**src/utf8dec_pkg.sv**
```systemverilog
`timescale 1ns / 1ps

package utf8dec_pkg;

    // Unit values
    localparam logic [15:0] REPLACEMENT = 16'hFFFD;
    localparam logic [20:0] SUPP_BASE   = 21'h10000;
    localparam logic [15:0] HIGH_SURR   = 16'hD800;
    localparam logic [15:0] LOW_SURR    = 16'hDC00;

    // Sequence lengths
    localparam logic [2:0] LEN_NONE = 3'd0;
    localparam logic [2:0] LEN_TWO  = 3'd2;
    localparam logic [2:0] LEN_THREE = 3'd3;
    localparam logic [2:0] LEN_FOUR = 3'd4;

    localparam int MAX_UNITS = 4;

    // Units caused by one input byte, oldest in slot 0
    typedef struct packed {
        logic [2:0]             cnt;
        logic [3:0][15:0]       units;
    } t_dec_rec;

endpackage

```
**src/utf8dec_if.sv**
```systemverilog
`timescale 1ns / 1ps

// Byte channel
interface utf8dec_byte_if;
    logic       valid;
    logic       ready;
    logic [7:0] in_byte;
    modport source (output valid, output in_byte, input ready);
    modport sink   (input valid, input in_byte, output ready);
endinterface

// Code unit channel
interface utf8dec_unit_if;
    logic        valid;
    logic        ready;
    logic [15:0] code_unit;
    logic        last_unit;
    modport source (output valid, output code_unit, output last_unit, input ready);
    modport sink   (input valid, input code_unit, input last_unit, output ready);
endinterface

```
**src/utf8dec_front.sv**
```systemverilog
`timescale 1ns / 1ps

module utf8dec_front (
    input  logic                  i_clk,
    input  logic                  i_rst_n,
    input  logic                  i_valid,
    input  logic [7:0]            i_byte,
    output logic                  o_ready,
    output logic                  o_push,
    output utf8dec_pkg::t_dec_rec o_rec,
    input  logic                  i_push_ready
);

    logic [20:0] r_partial, n_partial;
    logic [2:0]  r_expected, n_expected;
    logic [2:0]  r_held, n_held;

    logic        is_cont;
    logic        seq_open;
    logic [20:0] cp_next;
    logic [2:0]  held_inc;
    logic [20:0] supp;
    logic [1:0]  rep;
    logic [1:0]  tcnt;
    logic [15:0] t0, t1;
    logic        accept;

    assign is_cont  = (i_byte[7:6] == 2'b10);
    assign seq_open = (r_expected != utf8dec_pkg::LEN_NONE);
    assign cp_next  = {r_partial[14:0], i_byte[5:0]};
    assign held_inc = r_held + 3'd1;
    assign supp     = cp_next - utf8dec_pkg::SUPP_BASE;

    // Decode: next state and the tail units of this byte
    always_comb begin
        n_partial  = r_partial;
        n_expected = r_expected;
        n_held     = r_held;
        rep        = 2'd0;
        tcnt       = 2'd0;
        t0         = utf8dec_pkg::REPLACEMENT;
        t1         = utf8dec_pkg::REPLACEMENT;
        if (seq_open && is_cont) begin
            if (held_inc >= r_expected) begin
                n_partial  = '0;
                n_expected = utf8dec_pkg::LEN_NONE;
                n_held     = '0;
                if (cp_next < utf8dec_pkg::SUPP_BASE) begin
                    tcnt = 2'd1;
                    t0   = cp_next[15:0];
                end else begin
                    tcnt = 2'd2;
                    t0   = utf8dec_pkg::HIGH_SURR + {5'd0, supp[20:10]};
                    t1   = utf8dec_pkg::LOW_SURR | {6'd0, supp[9:0]};
                end
            end else begin
                n_partial = cp_next;
                n_held    = held_inc;
            end
        end else begin
            // interrupted sequence: one replacement per byte held
            if (seq_open) begin
                rep = r_held[1:0];
            end
            n_partial  = '0;
            n_expected = utf8dec_pkg::LEN_NONE;
            n_held     = '0;
            if (i_byte[7] == 1'b0) begin
                tcnt = 2'd1;
                t0   = {8'd0, i_byte};
            end else if (i_byte[7:5] == 3'b110) begin
                n_partial  = {16'd0, i_byte[4:0]};
                n_expected = utf8dec_pkg::LEN_TWO;
                n_held     = 3'd1;
            end else if (i_byte[7:4] == 4'b1110) begin
                n_partial  = {17'd0, i_byte[3:0]};
                n_expected = utf8dec_pkg::LEN_THREE;
                n_held     = 3'd1;
            end else if (i_byte[7:3] == 5'b11110) begin
                n_partial  = {18'd0, i_byte[2:0]};
                n_expected = utf8dec_pkg::LEN_FOUR;
                n_held     = 3'd1;
            end else begin
                tcnt = 2'd1;
            end
        end
    end

    // Pack replacements followed by tail units
    always_comb begin
        o_rec.cnt = {1'b0, rep} + {1'b0, tcnt};
        for (int k = 0; k < utf8dec_pkg::MAX_UNITS; k++) begin
            if (3'(k) < {1'b0, rep}) begin
                o_rec.units[k] = utf8dec_pkg::REPLACEMENT;
            end else if ((3'(k) - {1'b0, rep}) == 3'd0) begin
                o_rec.units[k] = t0;
            end else begin
                o_rec.units[k] = t1;
            end
        end
    end

    assign o_ready = i_push_ready;
    assign accept  = i_valid && i_push_ready;
    assign o_push  = accept && (o_rec.cnt != 3'd0);

    always_ff @(posedge i_clk) begin
        if (!i_rst_n) begin
            r_partial  <= '0;
            r_expected <= utf8dec_pkg::LEN_NONE;
            r_held     <= '0;
        end else if (accept) begin
            r_partial  <= n_partial;
            r_expected <= n_expected;
            r_held     <= n_held;
        end
    end

    // An open sequence always holds its lead and is never already full
    a_held_range: assert property (@(posedge i_clk) disable iff (!i_rst_n)
        (r_expected != utf8dec_pkg::LEN_NONE) |-> (r_held != 3'd0 && r_held < r_expected))
        else $error("held count out of range for open sequence");

    a_closed_clean: assert property (@(posedge i_clk) disable iff (!i_rst_n)
        (r_expected == utf8dec_pkg::LEN_NONE) |-> (r_held == 3'd0 && r_partial == 21'd0))
        else $error("closed sequence left residue");

endmodule

```
**src/utf8dec_queue.sv**
```systemverilog
`timescale 1ns / 1ps

module utf8dec_queue #(
    parameter int QDEPTH = 4
) (
    input  logic                  i_clk,
    input  logic                  i_rst_n,
    input  logic                  i_push,
    input  utf8dec_pkg::t_dec_rec i_rec,
    output logic                  o_push_ready,
    output logic                  o_valid,
    output utf8dec_pkg::t_dec_rec o_rec,
    input  logic                  i_pop
);

    localparam int AW = (QDEPTH > 1) ? $clog2(QDEPTH) : 1;
    localparam int CW = $clog2(QDEPTH + 1);
    localparam logic [AW-1:0] LAST_IDX = AW'(QDEPTH - 1);
    localparam logic [CW-1:0] FULL_CNT = CW'(QDEPTH);

    utf8dec_pkg::t_dec_rec r_mem [QDEPTH];
    logic [AW-1:0] r_wr, r_rd;
    logic [CW-1:0] r_count;
    logic          do_push, do_pop;

    assign o_push_ready = (r_count != FULL_CNT);
    assign o_valid      = (r_count != '0);
    assign o_rec        = r_mem[r_rd];
    assign do_push      = i_push && o_push_ready;
    assign do_pop       = i_pop && o_valid;

    // Storage
    always_ff @(posedge i_clk) begin
        if (do_push) begin
            r_mem[r_wr] <= i_rec;
        end
    end

    // Pointers and fill count
    always_ff @(posedge i_clk) begin
        if (!i_rst_n) begin
            r_wr    <= '0;
            r_rd    <= '0;
            r_count <= '0;
        end else begin
            if (do_push) begin
                r_wr <= (r_wr == LAST_IDX) ? '0 : r_wr + AW'(1);
            end
            if (do_pop) begin
                r_rd <= (r_rd == LAST_IDX) ? '0 : r_rd + AW'(1);
            end
            if (do_push && !do_pop) begin
                r_count <= r_count + CW'(1);
            end else if (do_pop && !do_push) begin
                r_count <= r_count - CW'(1);
            end
        end
    end

    a_count_bound: assert property (@(posedge i_clk) disable iff (!i_rst_n)
        r_count <= FULL_CNT)
        else $error("queue count overflow");

endmodule

```
**src/utf8dec_back.sv**
```systemverilog
`timescale 1ns / 1ps

module utf8dec_back (
    input  logic                  i_clk,
    input  logic                  i_rst_n,
    input  logic                  i_valid,
    input  utf8dec_pkg::t_dec_rec i_rec,
    output logic                  o_pop,
    output logic                  o_valid,
    output logic [15:0]           o_code_unit,
    output logic                  o_last_unit,
    input  logic                  i_ready
);

    logic [1:0]  r_idx;
    logic        r_valid;
    logic [15:0] r_code;
    logic        r_last;
    logic        load;
    logic        is_last;

    assign load    = i_valid && (!r_valid || i_ready);
    assign is_last = ({1'b0, r_idx} + 3'd1) == i_rec.cnt;
    assign o_pop   = load && is_last;

    // Output register
    always_ff @(posedge i_clk) begin
        if (!i_rst_n) begin
            r_valid <= 1'b0;
        end else if (load) begin
            r_valid <= 1'b1;
        end else if (i_ready) begin
            r_valid <= 1'b0;
        end
    end

    always_ff @(posedge i_clk) begin
        if (load) begin
            r_code <= i_rec.units[r_idx];
            r_last <= is_last;
        end
    end

    // Slot within the head transaction record
    always_ff @(posedge i_clk) begin
        if (!i_rst_n) begin
            r_idx <= '0;
        end else if (load) begin
            r_idx <= is_last ? 2'd0 : r_idx + 2'd1;
        end
    end

    assign o_valid     = r_valid;
    assign o_code_unit = r_code;
    assign o_last_unit = r_last;

    a_idx_in_rec: assert property (@(posedge i_clk) disable iff (!i_rst_n)
        i_valid |-> ({1'b0, r_idx} < i_rec.cnt))
        else $error("unit index beyond head record");

endmodule

```
**src/utf8_to_utf16_stream_decoder_core.sv**
```systemverilog
`timescale 1ns / 1ps

// UTF-8 to UTF-16 stream decoder.
// i_byte: one UTF-8 byte per transaction (valid/ready). o_unit: one UTF-16
// code unit per transaction, last_unit set on the final unit caused by a byte.
// A byte is decoded in the cycle it is accepted; the units it causes go into
// a small record queue (QDEPTH records of up to four units each).
// A byte's first unit goes through the queue, then the output register.
// Throughput: one byte per cycle on input while the queue has room; one unit
// per cycle on output while the receiver is ready.
// Bytes that cause several units (surrogate pairs, replacements for a broken
// sequence) go out one unit at a time, the queue absorbs the burst.
// Bytes that only extend an open sequence produce no unit and no queue entry.
// Reset (synchronous, active low) closes any open sequence and empties the
// queue and the output register.
// When the receiver stalls, the output register holds; input stays ready
// until the queue fills, then i_byte.ready drops.
module utf8_to_utf16_stream_decoder_core #(
    parameter int QDEPTH = 4
) (
    input  logic           i_clk,
    input  logic           i_rst_n,
    utf8dec_byte_if.sink   i_byte,
    utf8dec_unit_if.source o_unit
);

    logic                  push;
    logic                  push_ready;
    utf8dec_pkg::t_dec_rec push_rec;
    logic                  head_valid;
    utf8dec_pkg::t_dec_rec head_rec;
    logic                  pop;

    utf8dec_front u_front (
        .i_clk        (i_clk),
        .i_rst_n      (i_rst_n),
        .i_valid      (i_byte.valid),
        .i_byte       (i_byte.in_byte),
        .o_ready      (i_byte.ready),
        .o_push       (push),
        .o_rec        (push_rec),
        .i_push_ready (push_ready)
    );

    utf8dec_queue #(
        .QDEPTH (QDEPTH)
    ) u_queue (
        .i_clk        (i_clk),
        .i_rst_n      (i_rst_n),
        .i_push       (push),
        .i_rec        (push_rec),
        .o_push_ready (push_ready),
        .o_valid      (head_valid),
        .o_rec        (head_rec),
        .i_pop        (pop)
    );

    utf8dec_back u_back (
        .i_clk       (i_clk),
        .i_rst_n     (i_rst_n),
        .i_valid     (head_valid),
        .i_rec       (head_rec),
        .o_pop       (pop),
        .o_valid     (o_unit.valid),
        .o_code_unit (o_unit.code_unit),
        .o_last_unit (o_unit.last_unit),
        .i_ready     (o_unit.ready)
    );

endmodule
```
**src/flat_wrapper.sv**
```systemverilog
// flat-port wrapper written by rule: the top's interface ports become plain ports
module utf8_to_utf16_stream_decoder_core_flat 
#(
    parameter int QDEPTH = 4
)
  (i_clk, i_rst_n, i_byte_valid, i_byte_in_byte, i_byte_ready, o_unit_valid, o_unit_code_unit, o_unit_last_unit, o_unit_ready);
  utf8dec_byte_if i_byte_i ();
  utf8dec_unit_if o_unit_i ();
  input  logic i_clk;
  input  logic i_rst_n;
  input wire logic [$bits(i_byte_i.valid)-1:0] i_byte_valid;
  input wire logic [$bits(i_byte_i.in_byte)-1:0] i_byte_in_byte;
  output wire logic [$bits(i_byte_i.ready)-1:0] i_byte_ready;
  output wire logic [$bits(o_unit_i.valid)-1:0] o_unit_valid;
  output wire logic [$bits(o_unit_i.code_unit)-1:0] o_unit_code_unit;
  output wire logic [$bits(o_unit_i.last_unit)-1:0] o_unit_last_unit;
  input wire logic [$bits(o_unit_i.ready)-1:0] o_unit_ready;
  assign i_byte_i.valid = i_byte_valid;
  assign i_byte_i.in_byte = i_byte_in_byte;
  assign i_byte_ready = i_byte_i.ready;
  assign o_unit_valid = o_unit_i.valid;
  assign o_unit_code_unit = o_unit_i.code_unit;
  assign o_unit_last_unit = o_unit_i.last_unit;
  assign o_unit_i.ready = o_unit_ready;
  utf8_to_utf16_stream_decoder_core #(.QDEPTH(QDEPTH)) u_core (.i_clk(i_clk), .i_rst_n(i_rst_n), .i_byte(i_byte_i), .o_unit(o_unit_i));
endmodule
```
**config.mk**
```make
export PLATFORM = sky130hd
export DESIGN_NAME = utf8_to_utf16_stream_decoder_core_flat
export DESIGN_NICKNAME = d
export VERILOG_FILES = /design/src/utf8dec_pkg.sv /design/src/utf8dec_if.sv /design/src/utf8dec_front.sv /design/src/utf8dec_queue.sv /design/src/utf8dec_back.sv /design/src/utf8_to_utf16_stream_decoder_core.sv /design/src/flat_wrapper.sv
export SDC_FILE = /design/constraint.sdc
export NUM_CORES = 1
export LEC_CHECK = 0
export BUFFER_PORTS_ARGS = -buffer_cell sky130_fd_sc_hd__buf_2
export CAP_MARGIN = 5
export CORE_ASPECT_RATIO = 0.9
export CORE_MARGIN = 8
export CORE_UTILIZATION = 50
export DETAILED_ROUTE_END_ITERATION = 6
export GPL_TIMING_DRIVEN = 0
export PLACE_DENSITY = 0.66
export SLEW_MARGIN = 20
export SYNTH_ARGS = -nofsm -noshare
export SYNTH_HDL_FRONTEND = slang
export SYNTH_SLANG_ARGS = --single-unit
```
**constraint.sdc**
```tcl
create_clock -name i_clk -period 11.05 [get_ports i_clk]
set_input_delay 0.5525 -clock i_clk [delete_from_list [all_inputs] [get_ports i_clk]]
set_output_delay 0.5525 -clock i_clk [all_outputs]
set_load 0.01 [all_outputs]
```
* Yosys cells after proc, flatten, opt, wreduce, memory -nomap -nowiden *
Memories as Yosys holds them, arrays and structs flattened. A register that Yosys moved wholly into a read port is not among the register bits.
Index checks and enable logic that the tools add are counted.

storage, ports and cells
  register bits after elaboration = 48
  bits in latches = 0
  bits in writable memories = 268
  ROM bits = 0
  input bits = 12
  output and inout bits = 19
  logic and storage cells = 117
  memories = 1

operators by class
  add/subtract/negate cells = 14
  multipliers = 0
  divide/modulo/power cells = 0
  order comparisons = 6
  equality and inequality tests = 9
  shifts and indexed selects = 0
  mux-type cells = 54
  bitwise gates (word level) = 0
  reduce and logical (&&, ||, !) cells = 23

memories
  memory                words  width  rd ports  clocked after memory_dff  write ports  RTL line             source
  u_core.u_queue.r_mem  4      67     1         1                         1            utf8dec_queue.sv:21  utf8dec_pkg::t_dec_rec r_mem [QDEPTH];

operator list
  cell                      count
  $mux W16                  12
  $mux W14                  3
  $mux W3                   11
  $bmux W16 S2              1
  $mux W15                  2
  $lt A21 B17 Y1 const B    1
  $sub A21 B17 Y21 const B  1
  $mux W2                   10
  $add A15 B12 Y16 const A  1
  $logic_not A3 Y1          4
  $mux W1                   12
  $mux W5                   2
  $logic_and A1 B1 Y1       9
  $reduce_bool A3 Y1        3
  $add A2 B1 Y2 const B     3
  $add A3 B1 Y3 const B     2
  $eq A2 B2 Y1 const B      3
  $sub A1 B2 Y3 const A     2
  $sub A2 B2 Y3 const A     2
  $eq A5 B5 Y1 const B      1
  $eq A4 B4 Y1 const B      1
  $lt A1 B2 Y1 const A      2
  $mux W4                   1
  $reduce_bool A2 Y1        2
  13 further kinds          15

* Longest topological paths before layout *
Gate-level depths: netlist (run 1).

  depth after elaboration = 14
  depth in mapped cells = 17
  depth with buffers taken out = 15

* Cells and area by module *
From an unflattened synthesis (run 1), not the netlist that was laid out.

unflattened totals
  cell total of the unflattened synthesis = 678
  area, all modules = 12,982.5 um^2

by module, submodules not included
  module         times used  cells each  area an instance (um^2)  seq. area each (um^2)
  utf8dec_queue  1           401         10,152.2                 8,227.9
  utf8dec_front  1           221         1,707.9                  420.4
  utf8dec_back   1           56          1,122.3                  570.5

* Least setup slack after synthesis (run 1) *
OpenSTA, ideal clock, no wires.

  path kind = reg2reg
  start point = register u_core.u_front.r_held[0]
  end point = memory u_core.u_queue.r_mem[0][0] (netlist name) (enable)
  setup time = 0.432 ns
  arrival = 4.112 ns
  required time = 10.618 ns
  slack = 6.506 ns
  stages on the path, launching flop included = 13
  buffers on the path = 2
  clock period less this slack = 4.544 ns
  cells stage by stage = dfxtp_1 > ha_1 > ha_1 > a21o_1 > a21o_1 > buf_2 > a21oi_1 > nor2_1 > ha_1 > ha_1 > o31a_1 > clkbuf_1 > and2_1

RTL lines
  what                    RTL line              source
  from (decl)             utf8dec_front.sv:16   logic [2:0] r_held, n_held;
  from (signal assigned)  utf8dec_front.sv:115  r_held <= n_held;
  to (decl)               utf8dec_queue.sv:21

==> flow_summary_export.csv, run 1 <==
group,metric,value,unit
global_routing,grt_pass1_vias,7092,
die,boundaryPins,31,
critical_path,cp-end-kind,"register",
global_routing,grt_max_degree,44,
pwr,p_per_area,214,nW/µm²
logic_synthesis,ys_seq_area_share,71.1,%
logic_synthesis,synth_largest_area_cell,"edfxtp_1",
pwr,p_leak,4.36,nW
cells_and_area,area_growth,13.9,%
run,maxCapViolCount,0,
timing,finalMaxSlewViolations,0,
cells_and_area,stdcell_count,1152,
critical_path,rr_worst_depth,17,
timing,post-route-period-util,39.9,%
critical_path,crit_path_start_kind,"register",
clock_network,cts_setup_buffers,0,
logic_synthesis,synth_fp_nets,738,
global_routing,overflow,0,
worst_hold_path,hp-class,"input pin to register",
pwr,p_total,3.16,mW
critical_path,reg2reg_setup_slack,6.64,ns
clock_network,clock_sinks,318,
drt,avgRoutedWirePerCell,23.8,µm
cells_and_area,antennaDiodeCount,0,
logic_synthesis,synth_top_family_by_area,"multiplexers",
drt,drc_errors,0,
worst_hold_path,hold_path_end,"u_core.u_back.o_valid",
cells_and_area,drive_gt1_share,26.2,%
logic_synthesis,netlist_instances,711,
placement,post-place-ws,6.66,ns
critical_path,cp_data_required_time,11.48,ns
pwr,ir_drop,0.114,mV
global_routing,grt_pass1_wl,41.9,mm
global_routing,antenna_found_initial,0,
cells_and_area,fillers,1953,
global_routing,grtUsageMet3,3.36,%
clock_network,htreeDepth,2,
run_status,status,"complete, no violations",
die,die_h,169,µm
drt,drt_first_iter_violations,720,
timing,slew_headroom,31.0,%
logic_synthesis,syn_avg_cell_area,18.2,µm²
logic_synthesis,yosys.area.top_type_share,66.0,%
placement,port_buffers,27,
placement,dp.final_hpwl,17.3,mm
logic_synthesis,ys_seq_elements,318,
timing,min_period,4.41,ns
timing,fin_hold_ws,0.365,ns
clock_network,cts_tree,"yes",
timing,finalSetupViolations,0,
critical_path,path_max_fanout,8,
cells_and_area,layout_common_cells,"edfxtp_1, mux4_2, nand2_1",
logic_synthesis,muxShareOfSynthArea,15.1,%
logic_synthesis,synthSimpleGateAreaFrac,5.43,%
clock_network,cts_made_buffers,34,
cells_and_area,design_area,14800,µm²
global_routing,grt_util_met2,29.5,%
cells_and_area,final_util,57.3,%
die,core-area,25800,µm²
worst_hold_path,hold_path_startpoint,"o_unit_ready",
clock_network,clock_latency,0.50,ns
logic_synthesis,synth_warnings,0,
drt,dr.pass1.iters,5,
logic_synthesis,synthArstFlopShare,0,%
clock_network,cts_hold_buffers,0,
global_routing,use_met1,24.1,%
critical_path,r2r_start,"u_core.u_front.r_held[0]",
timing,setup_slack,6.64,ns
placement,place_congestion,0.915,
logic_synthesis,synthAdderAreaFrac,1.51,%
logic_synthesis,synth_flop_cell,"edfxtp_1",
worst_hold_path,min_path_cells,4,
placement,detailed_place.area,13700,µm²
timing,tightest_slew,1.03,ns
drt,vias,6911,
clock_network,cts_root_buf,"clkbuf_16",
drt,drt-total-wl,27.4,mm
logic_synthesis,synthXorXnorAreaFrac,0.473,%
drt,postRouteAntennaNets,0,
global_routing,busiest_layer,"met2",
timing,fin_skew,0.0112,ns
drt,via_per_inst,6.00,
logic_synthesis,yosys-top-cells-area,"edfxtp_1, mux4_2, dfxtp_1",
cells_and_area,fin_nets,806,
timing,finalHoldViolCount,0,
critical_path,reg2reg_to,"u_core.u_queue.r_count[2]",
placement,placed_cells,1091,
timing,setup_tns,0,ns
clock_network,clockBufferDepth,3,
die,dieArea,31300,µm²
critical_path,crit_type,"register to register",
die,start_util,50.3,%
logic_synthesis,synth_compound_area_share,4.22,%
logic_synthesis,synth_edf_count,285,
clock_network,clk_pin_slew,0.06,ns
clock_network,cts_resized,0,
cells_and_area,mostFrequentLayoutCell,"edfxtp_1",
die,chipWidth,186,µm
timing,fmax,0.227,GHz
die,num_rows,56,
logic_synthesis,ys_types,53,
critical_path,crit_arrival,4.84,ns
timing,rsz0062_at_grt,"no",
logic_synthesis,synth_area,13000,µm²
global_routing,track_usage,17.9,%
[Yosys cell counts, drive strengths merged, types with 7 or more instances]
| master | instances |
|---|---|
| buf | 21 |
| ha | 14 |
| nand2 | 43 |
| dfxtp | 33 |
| mux2i | 10 |
| nand2b | 7 |
| a31oi | 7 |
| o32a | 7 |
| inv | 29 |
| clkbuf | 15 |
| a21oi | 17 |
| o21ai | 15 |
| mux4 | 81 |
| nor3 | 8 |
| edfxtp | 285 |
| nor2 | 25 |
| a21boi | 10 |
| nor2b | 10 |
| or2 | 16 |
[registers in the layout, indices dropped and copies added (netlist names), 3 cells and up, named ones only]
name                       count
u_core.u_queue.r_mem         268
u_core.u_front.r_partial      15
u_core.u_queue.r_count         3
u_core.u_back.o_code_unit     16
u_core.u_front.r_held          3
u_core.u_front.r_expected      3
[report_power, final]
part,internal (mW),switching (mW)
Combinational,0.267,0.356
Sequential,1.42,0.0315
Clock,0.650,0.433
Total,2.34,0.821
[kinds of logic (layout without fill, tap and decap cells)]
logic type      count (synthesis)  in the layout
buf+inv                        65            158
xor+xnor                        7              7
fa+ha+maj                      15             15
mux                            94             94
flops                         318            318
compound gates                 76             76
simple gates                  136            136
[worst max path at each step]
stage,start,end,slack (ns),cells past startpoint
2_1_floorplan,u_core.u_front.r_held[0],u_core.u_queue.r_mem[0][0],6.51,12
3_3_place_gp,u_core.u_front.r_held[0],u_core.u_queue.r_mem[3][60],4.84,12
3_5_place_dp,u_core.u_front.r_held[0],u_core.u_queue.r_count[2],6.66,17
4_1_cts,u_core.u_front.r_held[0],u_core.u_queue.r_count[2],6.64,17
5_1_grt,u_core.u_front.r_held[0],u_core.u_queue.r_count[2],6.29,17
6_report,u_core.u_front.r_held[0],u_core.u_queue.r_count[2],6.64,17
[critical path, stage by stage, from the launching register on]
cell	delay, ns
dfxtp_1	0.55
ha_1	0.31
ha_1	0.29
a21o_1	0.19
a21o_1	0.17
buf_2	0.18
a21oi_1	0.20
nor2_1	0.06
ha_1	0.19
ha_1	0.35
o31a_1	0.15
clkbuf_1	0.29
ha_1	0.25
inv_1	0.07
fa_1	0.42
xor2_1	0.18
or3_1	0.30
a21boi_0	0.16
[layer usage]
layer | part of all wire, % | vias to the layer above
met5 | 0 | -
met4 | 2.2 | 0
met3 | 6.9 | 53
met2 | 49 | 314
met1 | 42 | 3573
li1 | - | 2971
[layout make-up]
type | count | area (µm²) | area share, %
Sequential cell | 318 | 9220 | 62.4
Multi-Input combinational cell | 328 | 3490 | 23.6
Clock buffer | 42 | 902 | 6.11
Tap cell | 348 | 435 | 2.95
Timing Repair Buffer | 32 | 273 | 1.85
Buffer | 36 | 174 | 1.18
Clock inverter | 19 | 166 | 1.13
Inverter | 29 | 109 | 0.737
Note: power is estimated with default switching activity, not from simulation.
==> run 2, diff against run 1 <==
PLACE_DENSITY = 0.69   (was 0.66)
clock period = 3.8 ns   (was 11.05 ns; I/O delays follow)
==> flow_summary_export.csv, run 2 (synthesis gave the netlist of run 1 again) <==
group,metric,value,unit
run_status,status,"complete, no violations",
worst_hold_path,hold_path_startpoint,"o_unit_ready",
clock_network,clockBufferDepth,3,
clock_network,clk_pin_slew,0.06,ns
clock_network,cts_made_buffers,34,
pwr,p_per_area,615,nW/µm²
drt,drt_first_iter_violations,625,
placement,port_buffers,27,
die,dieArea,31300,µm²
drt,drt-total-wl,27.3,mm
die,boundaryPins,31,
critical_path,rr_worst_depth,16,
critical_path,cp_data_required_time,4.22,ns
critical_path,critPathMostFrequentCell,"ha_4",
placement,place_congestion,0.929,
pwr,p_comb_share,20.6,%
critical_path,crit_family,"adder cells",
timing,finalSetupViolations,0,
drt,vias,6770,
cells_and_area,stdcell_count,1152,
pwr,ir_drop,0.274,mV
global_routing,antenna_found_initial,0,
worst_hold_path,hp-class,"input pin to register",
timing,finalMaxSlewViolations,0,
placement,post-place-ws,-0.531,ns
placement,dp.final_hpwl,17.1,mm
cells_and_area,area_growth,14.2,%
pwr,p_leak,4.36,nW
timing,fmax,0.274,GHz
cells_and_area,regMostFlops,"u_core.u_queue.r_mem",
global_routing,track_usage,17.8,%
drt,via_per_inst,5.88,
global_routing,grt_pass1_vias,7137,
timing,post-route-period-util,96.0,%
timing,min_period,3.65,ns
clock_network,cts_tree,"yes",
timing,slew_headroom,30.4,%
timing,setup_tns,0,ns
cells_and_area,design_area,14800,µm²
cells_and_area,layout_common_cells,"edfxtp_1, mux4_2, nand2_1",
die,chipWidth,186,µm
drt,drc_errors,0,
critical_path,crit_chain,"ha_4 > ha_1 > a21o_1 > a21o_4 > a21oi_2 > nor2_1 > ha_1 > ha_4 > o31a_1 > clkbuf_8 > ha_4 > inv_1 > fa_2 > xor2_1 > or3_1 > a21boi_1",
critical_path,reg2reg_setup_slack,0.15,ns
clock_network,cts_hold_buffers,0,
critical_path,crit_path_start_kind,"register",
drt,avgRoutedWirePerCell,23.7,µm
die,num_rows,56,
critical_path,cp-end-kind,"register",
cells_and_area,antennaDiodeCount,0,
run,maxCapViolCount,0,
critical_path,cpMaxStageDelayCell,"fa_2",
clock_network,clock_latency,0.50,ns
critical_path,reg2reg_to,"u_core.u_queue.r_count[2]",
timing,rsz0062_at_grt,"no",
cells_and_area,regArea,9230,µm²
cells_and_area,multiInputGateArea,3540,µm²
cells_and_area,fin_nets,811,
pwr,clockPowerShare,33.1,%
timing,fin_hold_ws,0.0200,ns
critical_path,path_max_fanout,7,
critical_path,crit_buf_inv,2,
cells_and_area,drive_gt1_share,27.6,%
clock_network,cts_root_buf,"clkbuf_16",
drt,dr.pass1.iters,5,
global_routing,grt_max_degree,46,
critical_path,crit_type,"register to register",
global_routing,overflow,0,
timing,tightest_slew,1.04,ns
die,start_util,50.3,%
critical_path,crit_arrival,4.07,ns
placement,placed_cells,1092,
pwr,switching_share,26.3,%
timing,fin_skew,0.0154,ns
die,die_h,169,µm
pwr,p_int,6.72,mW
timing,finalHoldViolCount,0,
clock_network,clock_sinks,318,
placement,detailed_place.area,13700,µm²
critical_path,crit_cells,16,
critical_path,r2r_start,"u_core.u_front.r_held[0]",
worst_hold_path,min_path_cells,4,
pwr,power_switching,2.40,mW
cells_and_area,fillers,1966,
cells_and_area,mostFrequentLayoutCell,"edfxtp_1",
critical_path,max_stage_delay,0.38,ns
global_routing,grt_pass1_wl,41.6,mm
worst_hold_path,hold_path_end,"u_core.u_back.o_valid",
cells_and_area,largest_reg_flops,268,
die,core-area,25800,µm²
drt,postRouteAntennaNets,0,
timing,setup_slack,0.154,ns
clock_network,htreeDepth,2,
pwr,p_seq_share,46.4,%
run 2: what timing repair did:
item,CTS,global route
setup buffers,2,3
resized for setup,13,2
pin swaps,2,1
endpoints found under the setup margin,176,1
run 2: how the worst max path moves through the flow:
stage | end | slack, ns | from
after floorplan | u_core.u_queue.r_count[2] | 0.05 | u_core.u_front.r_held[0]
after global placement | u_core.u_queue.r_mem[1][60] | -0.95 | u_core.u_front.r_held[0]
after detailed placement | u_core.u_queue.r_count[2] | -0.53 | u_core.u_front.r_held[0]
after CTS | u_core.u_queue.r_count[2] | 0.03 | u_core.u_front.r_held[1]
after global routing | u_core.u_queue.r_count[2] | 0.02 | u_core.u_front.r_held[0]
final | u_core.u_queue.r_count[2] | 0.15 | u_core.u_front.r_held[0]
run 2: layout make-up:
| type | count | area share, % |
|---|---|---|
| Sequential cell | 318 | 62.3 |
| Multi-Input combinational cell | 328 | 23.9 |
| Clock buffer | 45 | 6.23 |
| Tap cell | 348 | 2.94 |
| Timing Repair Buffer | 38 | 2.17 |
| Buffer | 35 | 1.20 |
| Inverter | 29 | 0.735 |
| Clock inverter | 11 | 0.532 |
run 2: tightest hold or removal path, delay by kind of cell:
kind	cells	cell delay, ns
and+or+nand+nor	1	0.07
AOI/OAI and AO/OA	1	0.06
buffers and inverters	2	0.14
run 2: power by group through the flow:
stage / sequential (mW) / combinational [mW] / clock (mW)
2_1_floorplan: 4.35 / 1.13 / 0
3_3_place_gp: 4.31 / 1.71 / 0
3_5_place_dp: 4.30 / 1.86 / 0
4_1_cts: 4.23 / 1.89 / 3.06
5_1_grt: 4.25 / 2.02 / 3.19
6_report: 4.23 / 1.87 / 3.01
run 2: per-stage QoR:
| step | utilization, % | power [mW] |
|---|---|---|
| 2_1_floorplan | - | 5.48 |
| 3_3_place_gp | 52.5 | 6.02 |
| 3_5_place_dp | 53.2 | 6.17 |
| 4_1_cts | 57.3 | 9.19 |
| 5_1_grt | 57.4 | 9.47 |
| 6_report | 57.4 | 9.12 |
run 2: per-layer routing:
layer / track usage (%) / vias to the layer above / wire length (µm)
li1: - / 2981 / -
met1: 23.9 / 3474 / 11600
met2: 28.8 / 258 / 13200
met3: 3.58 / 57 / 1760
met4: 6.21 / 0 / 826
met5: 0 / - / 0
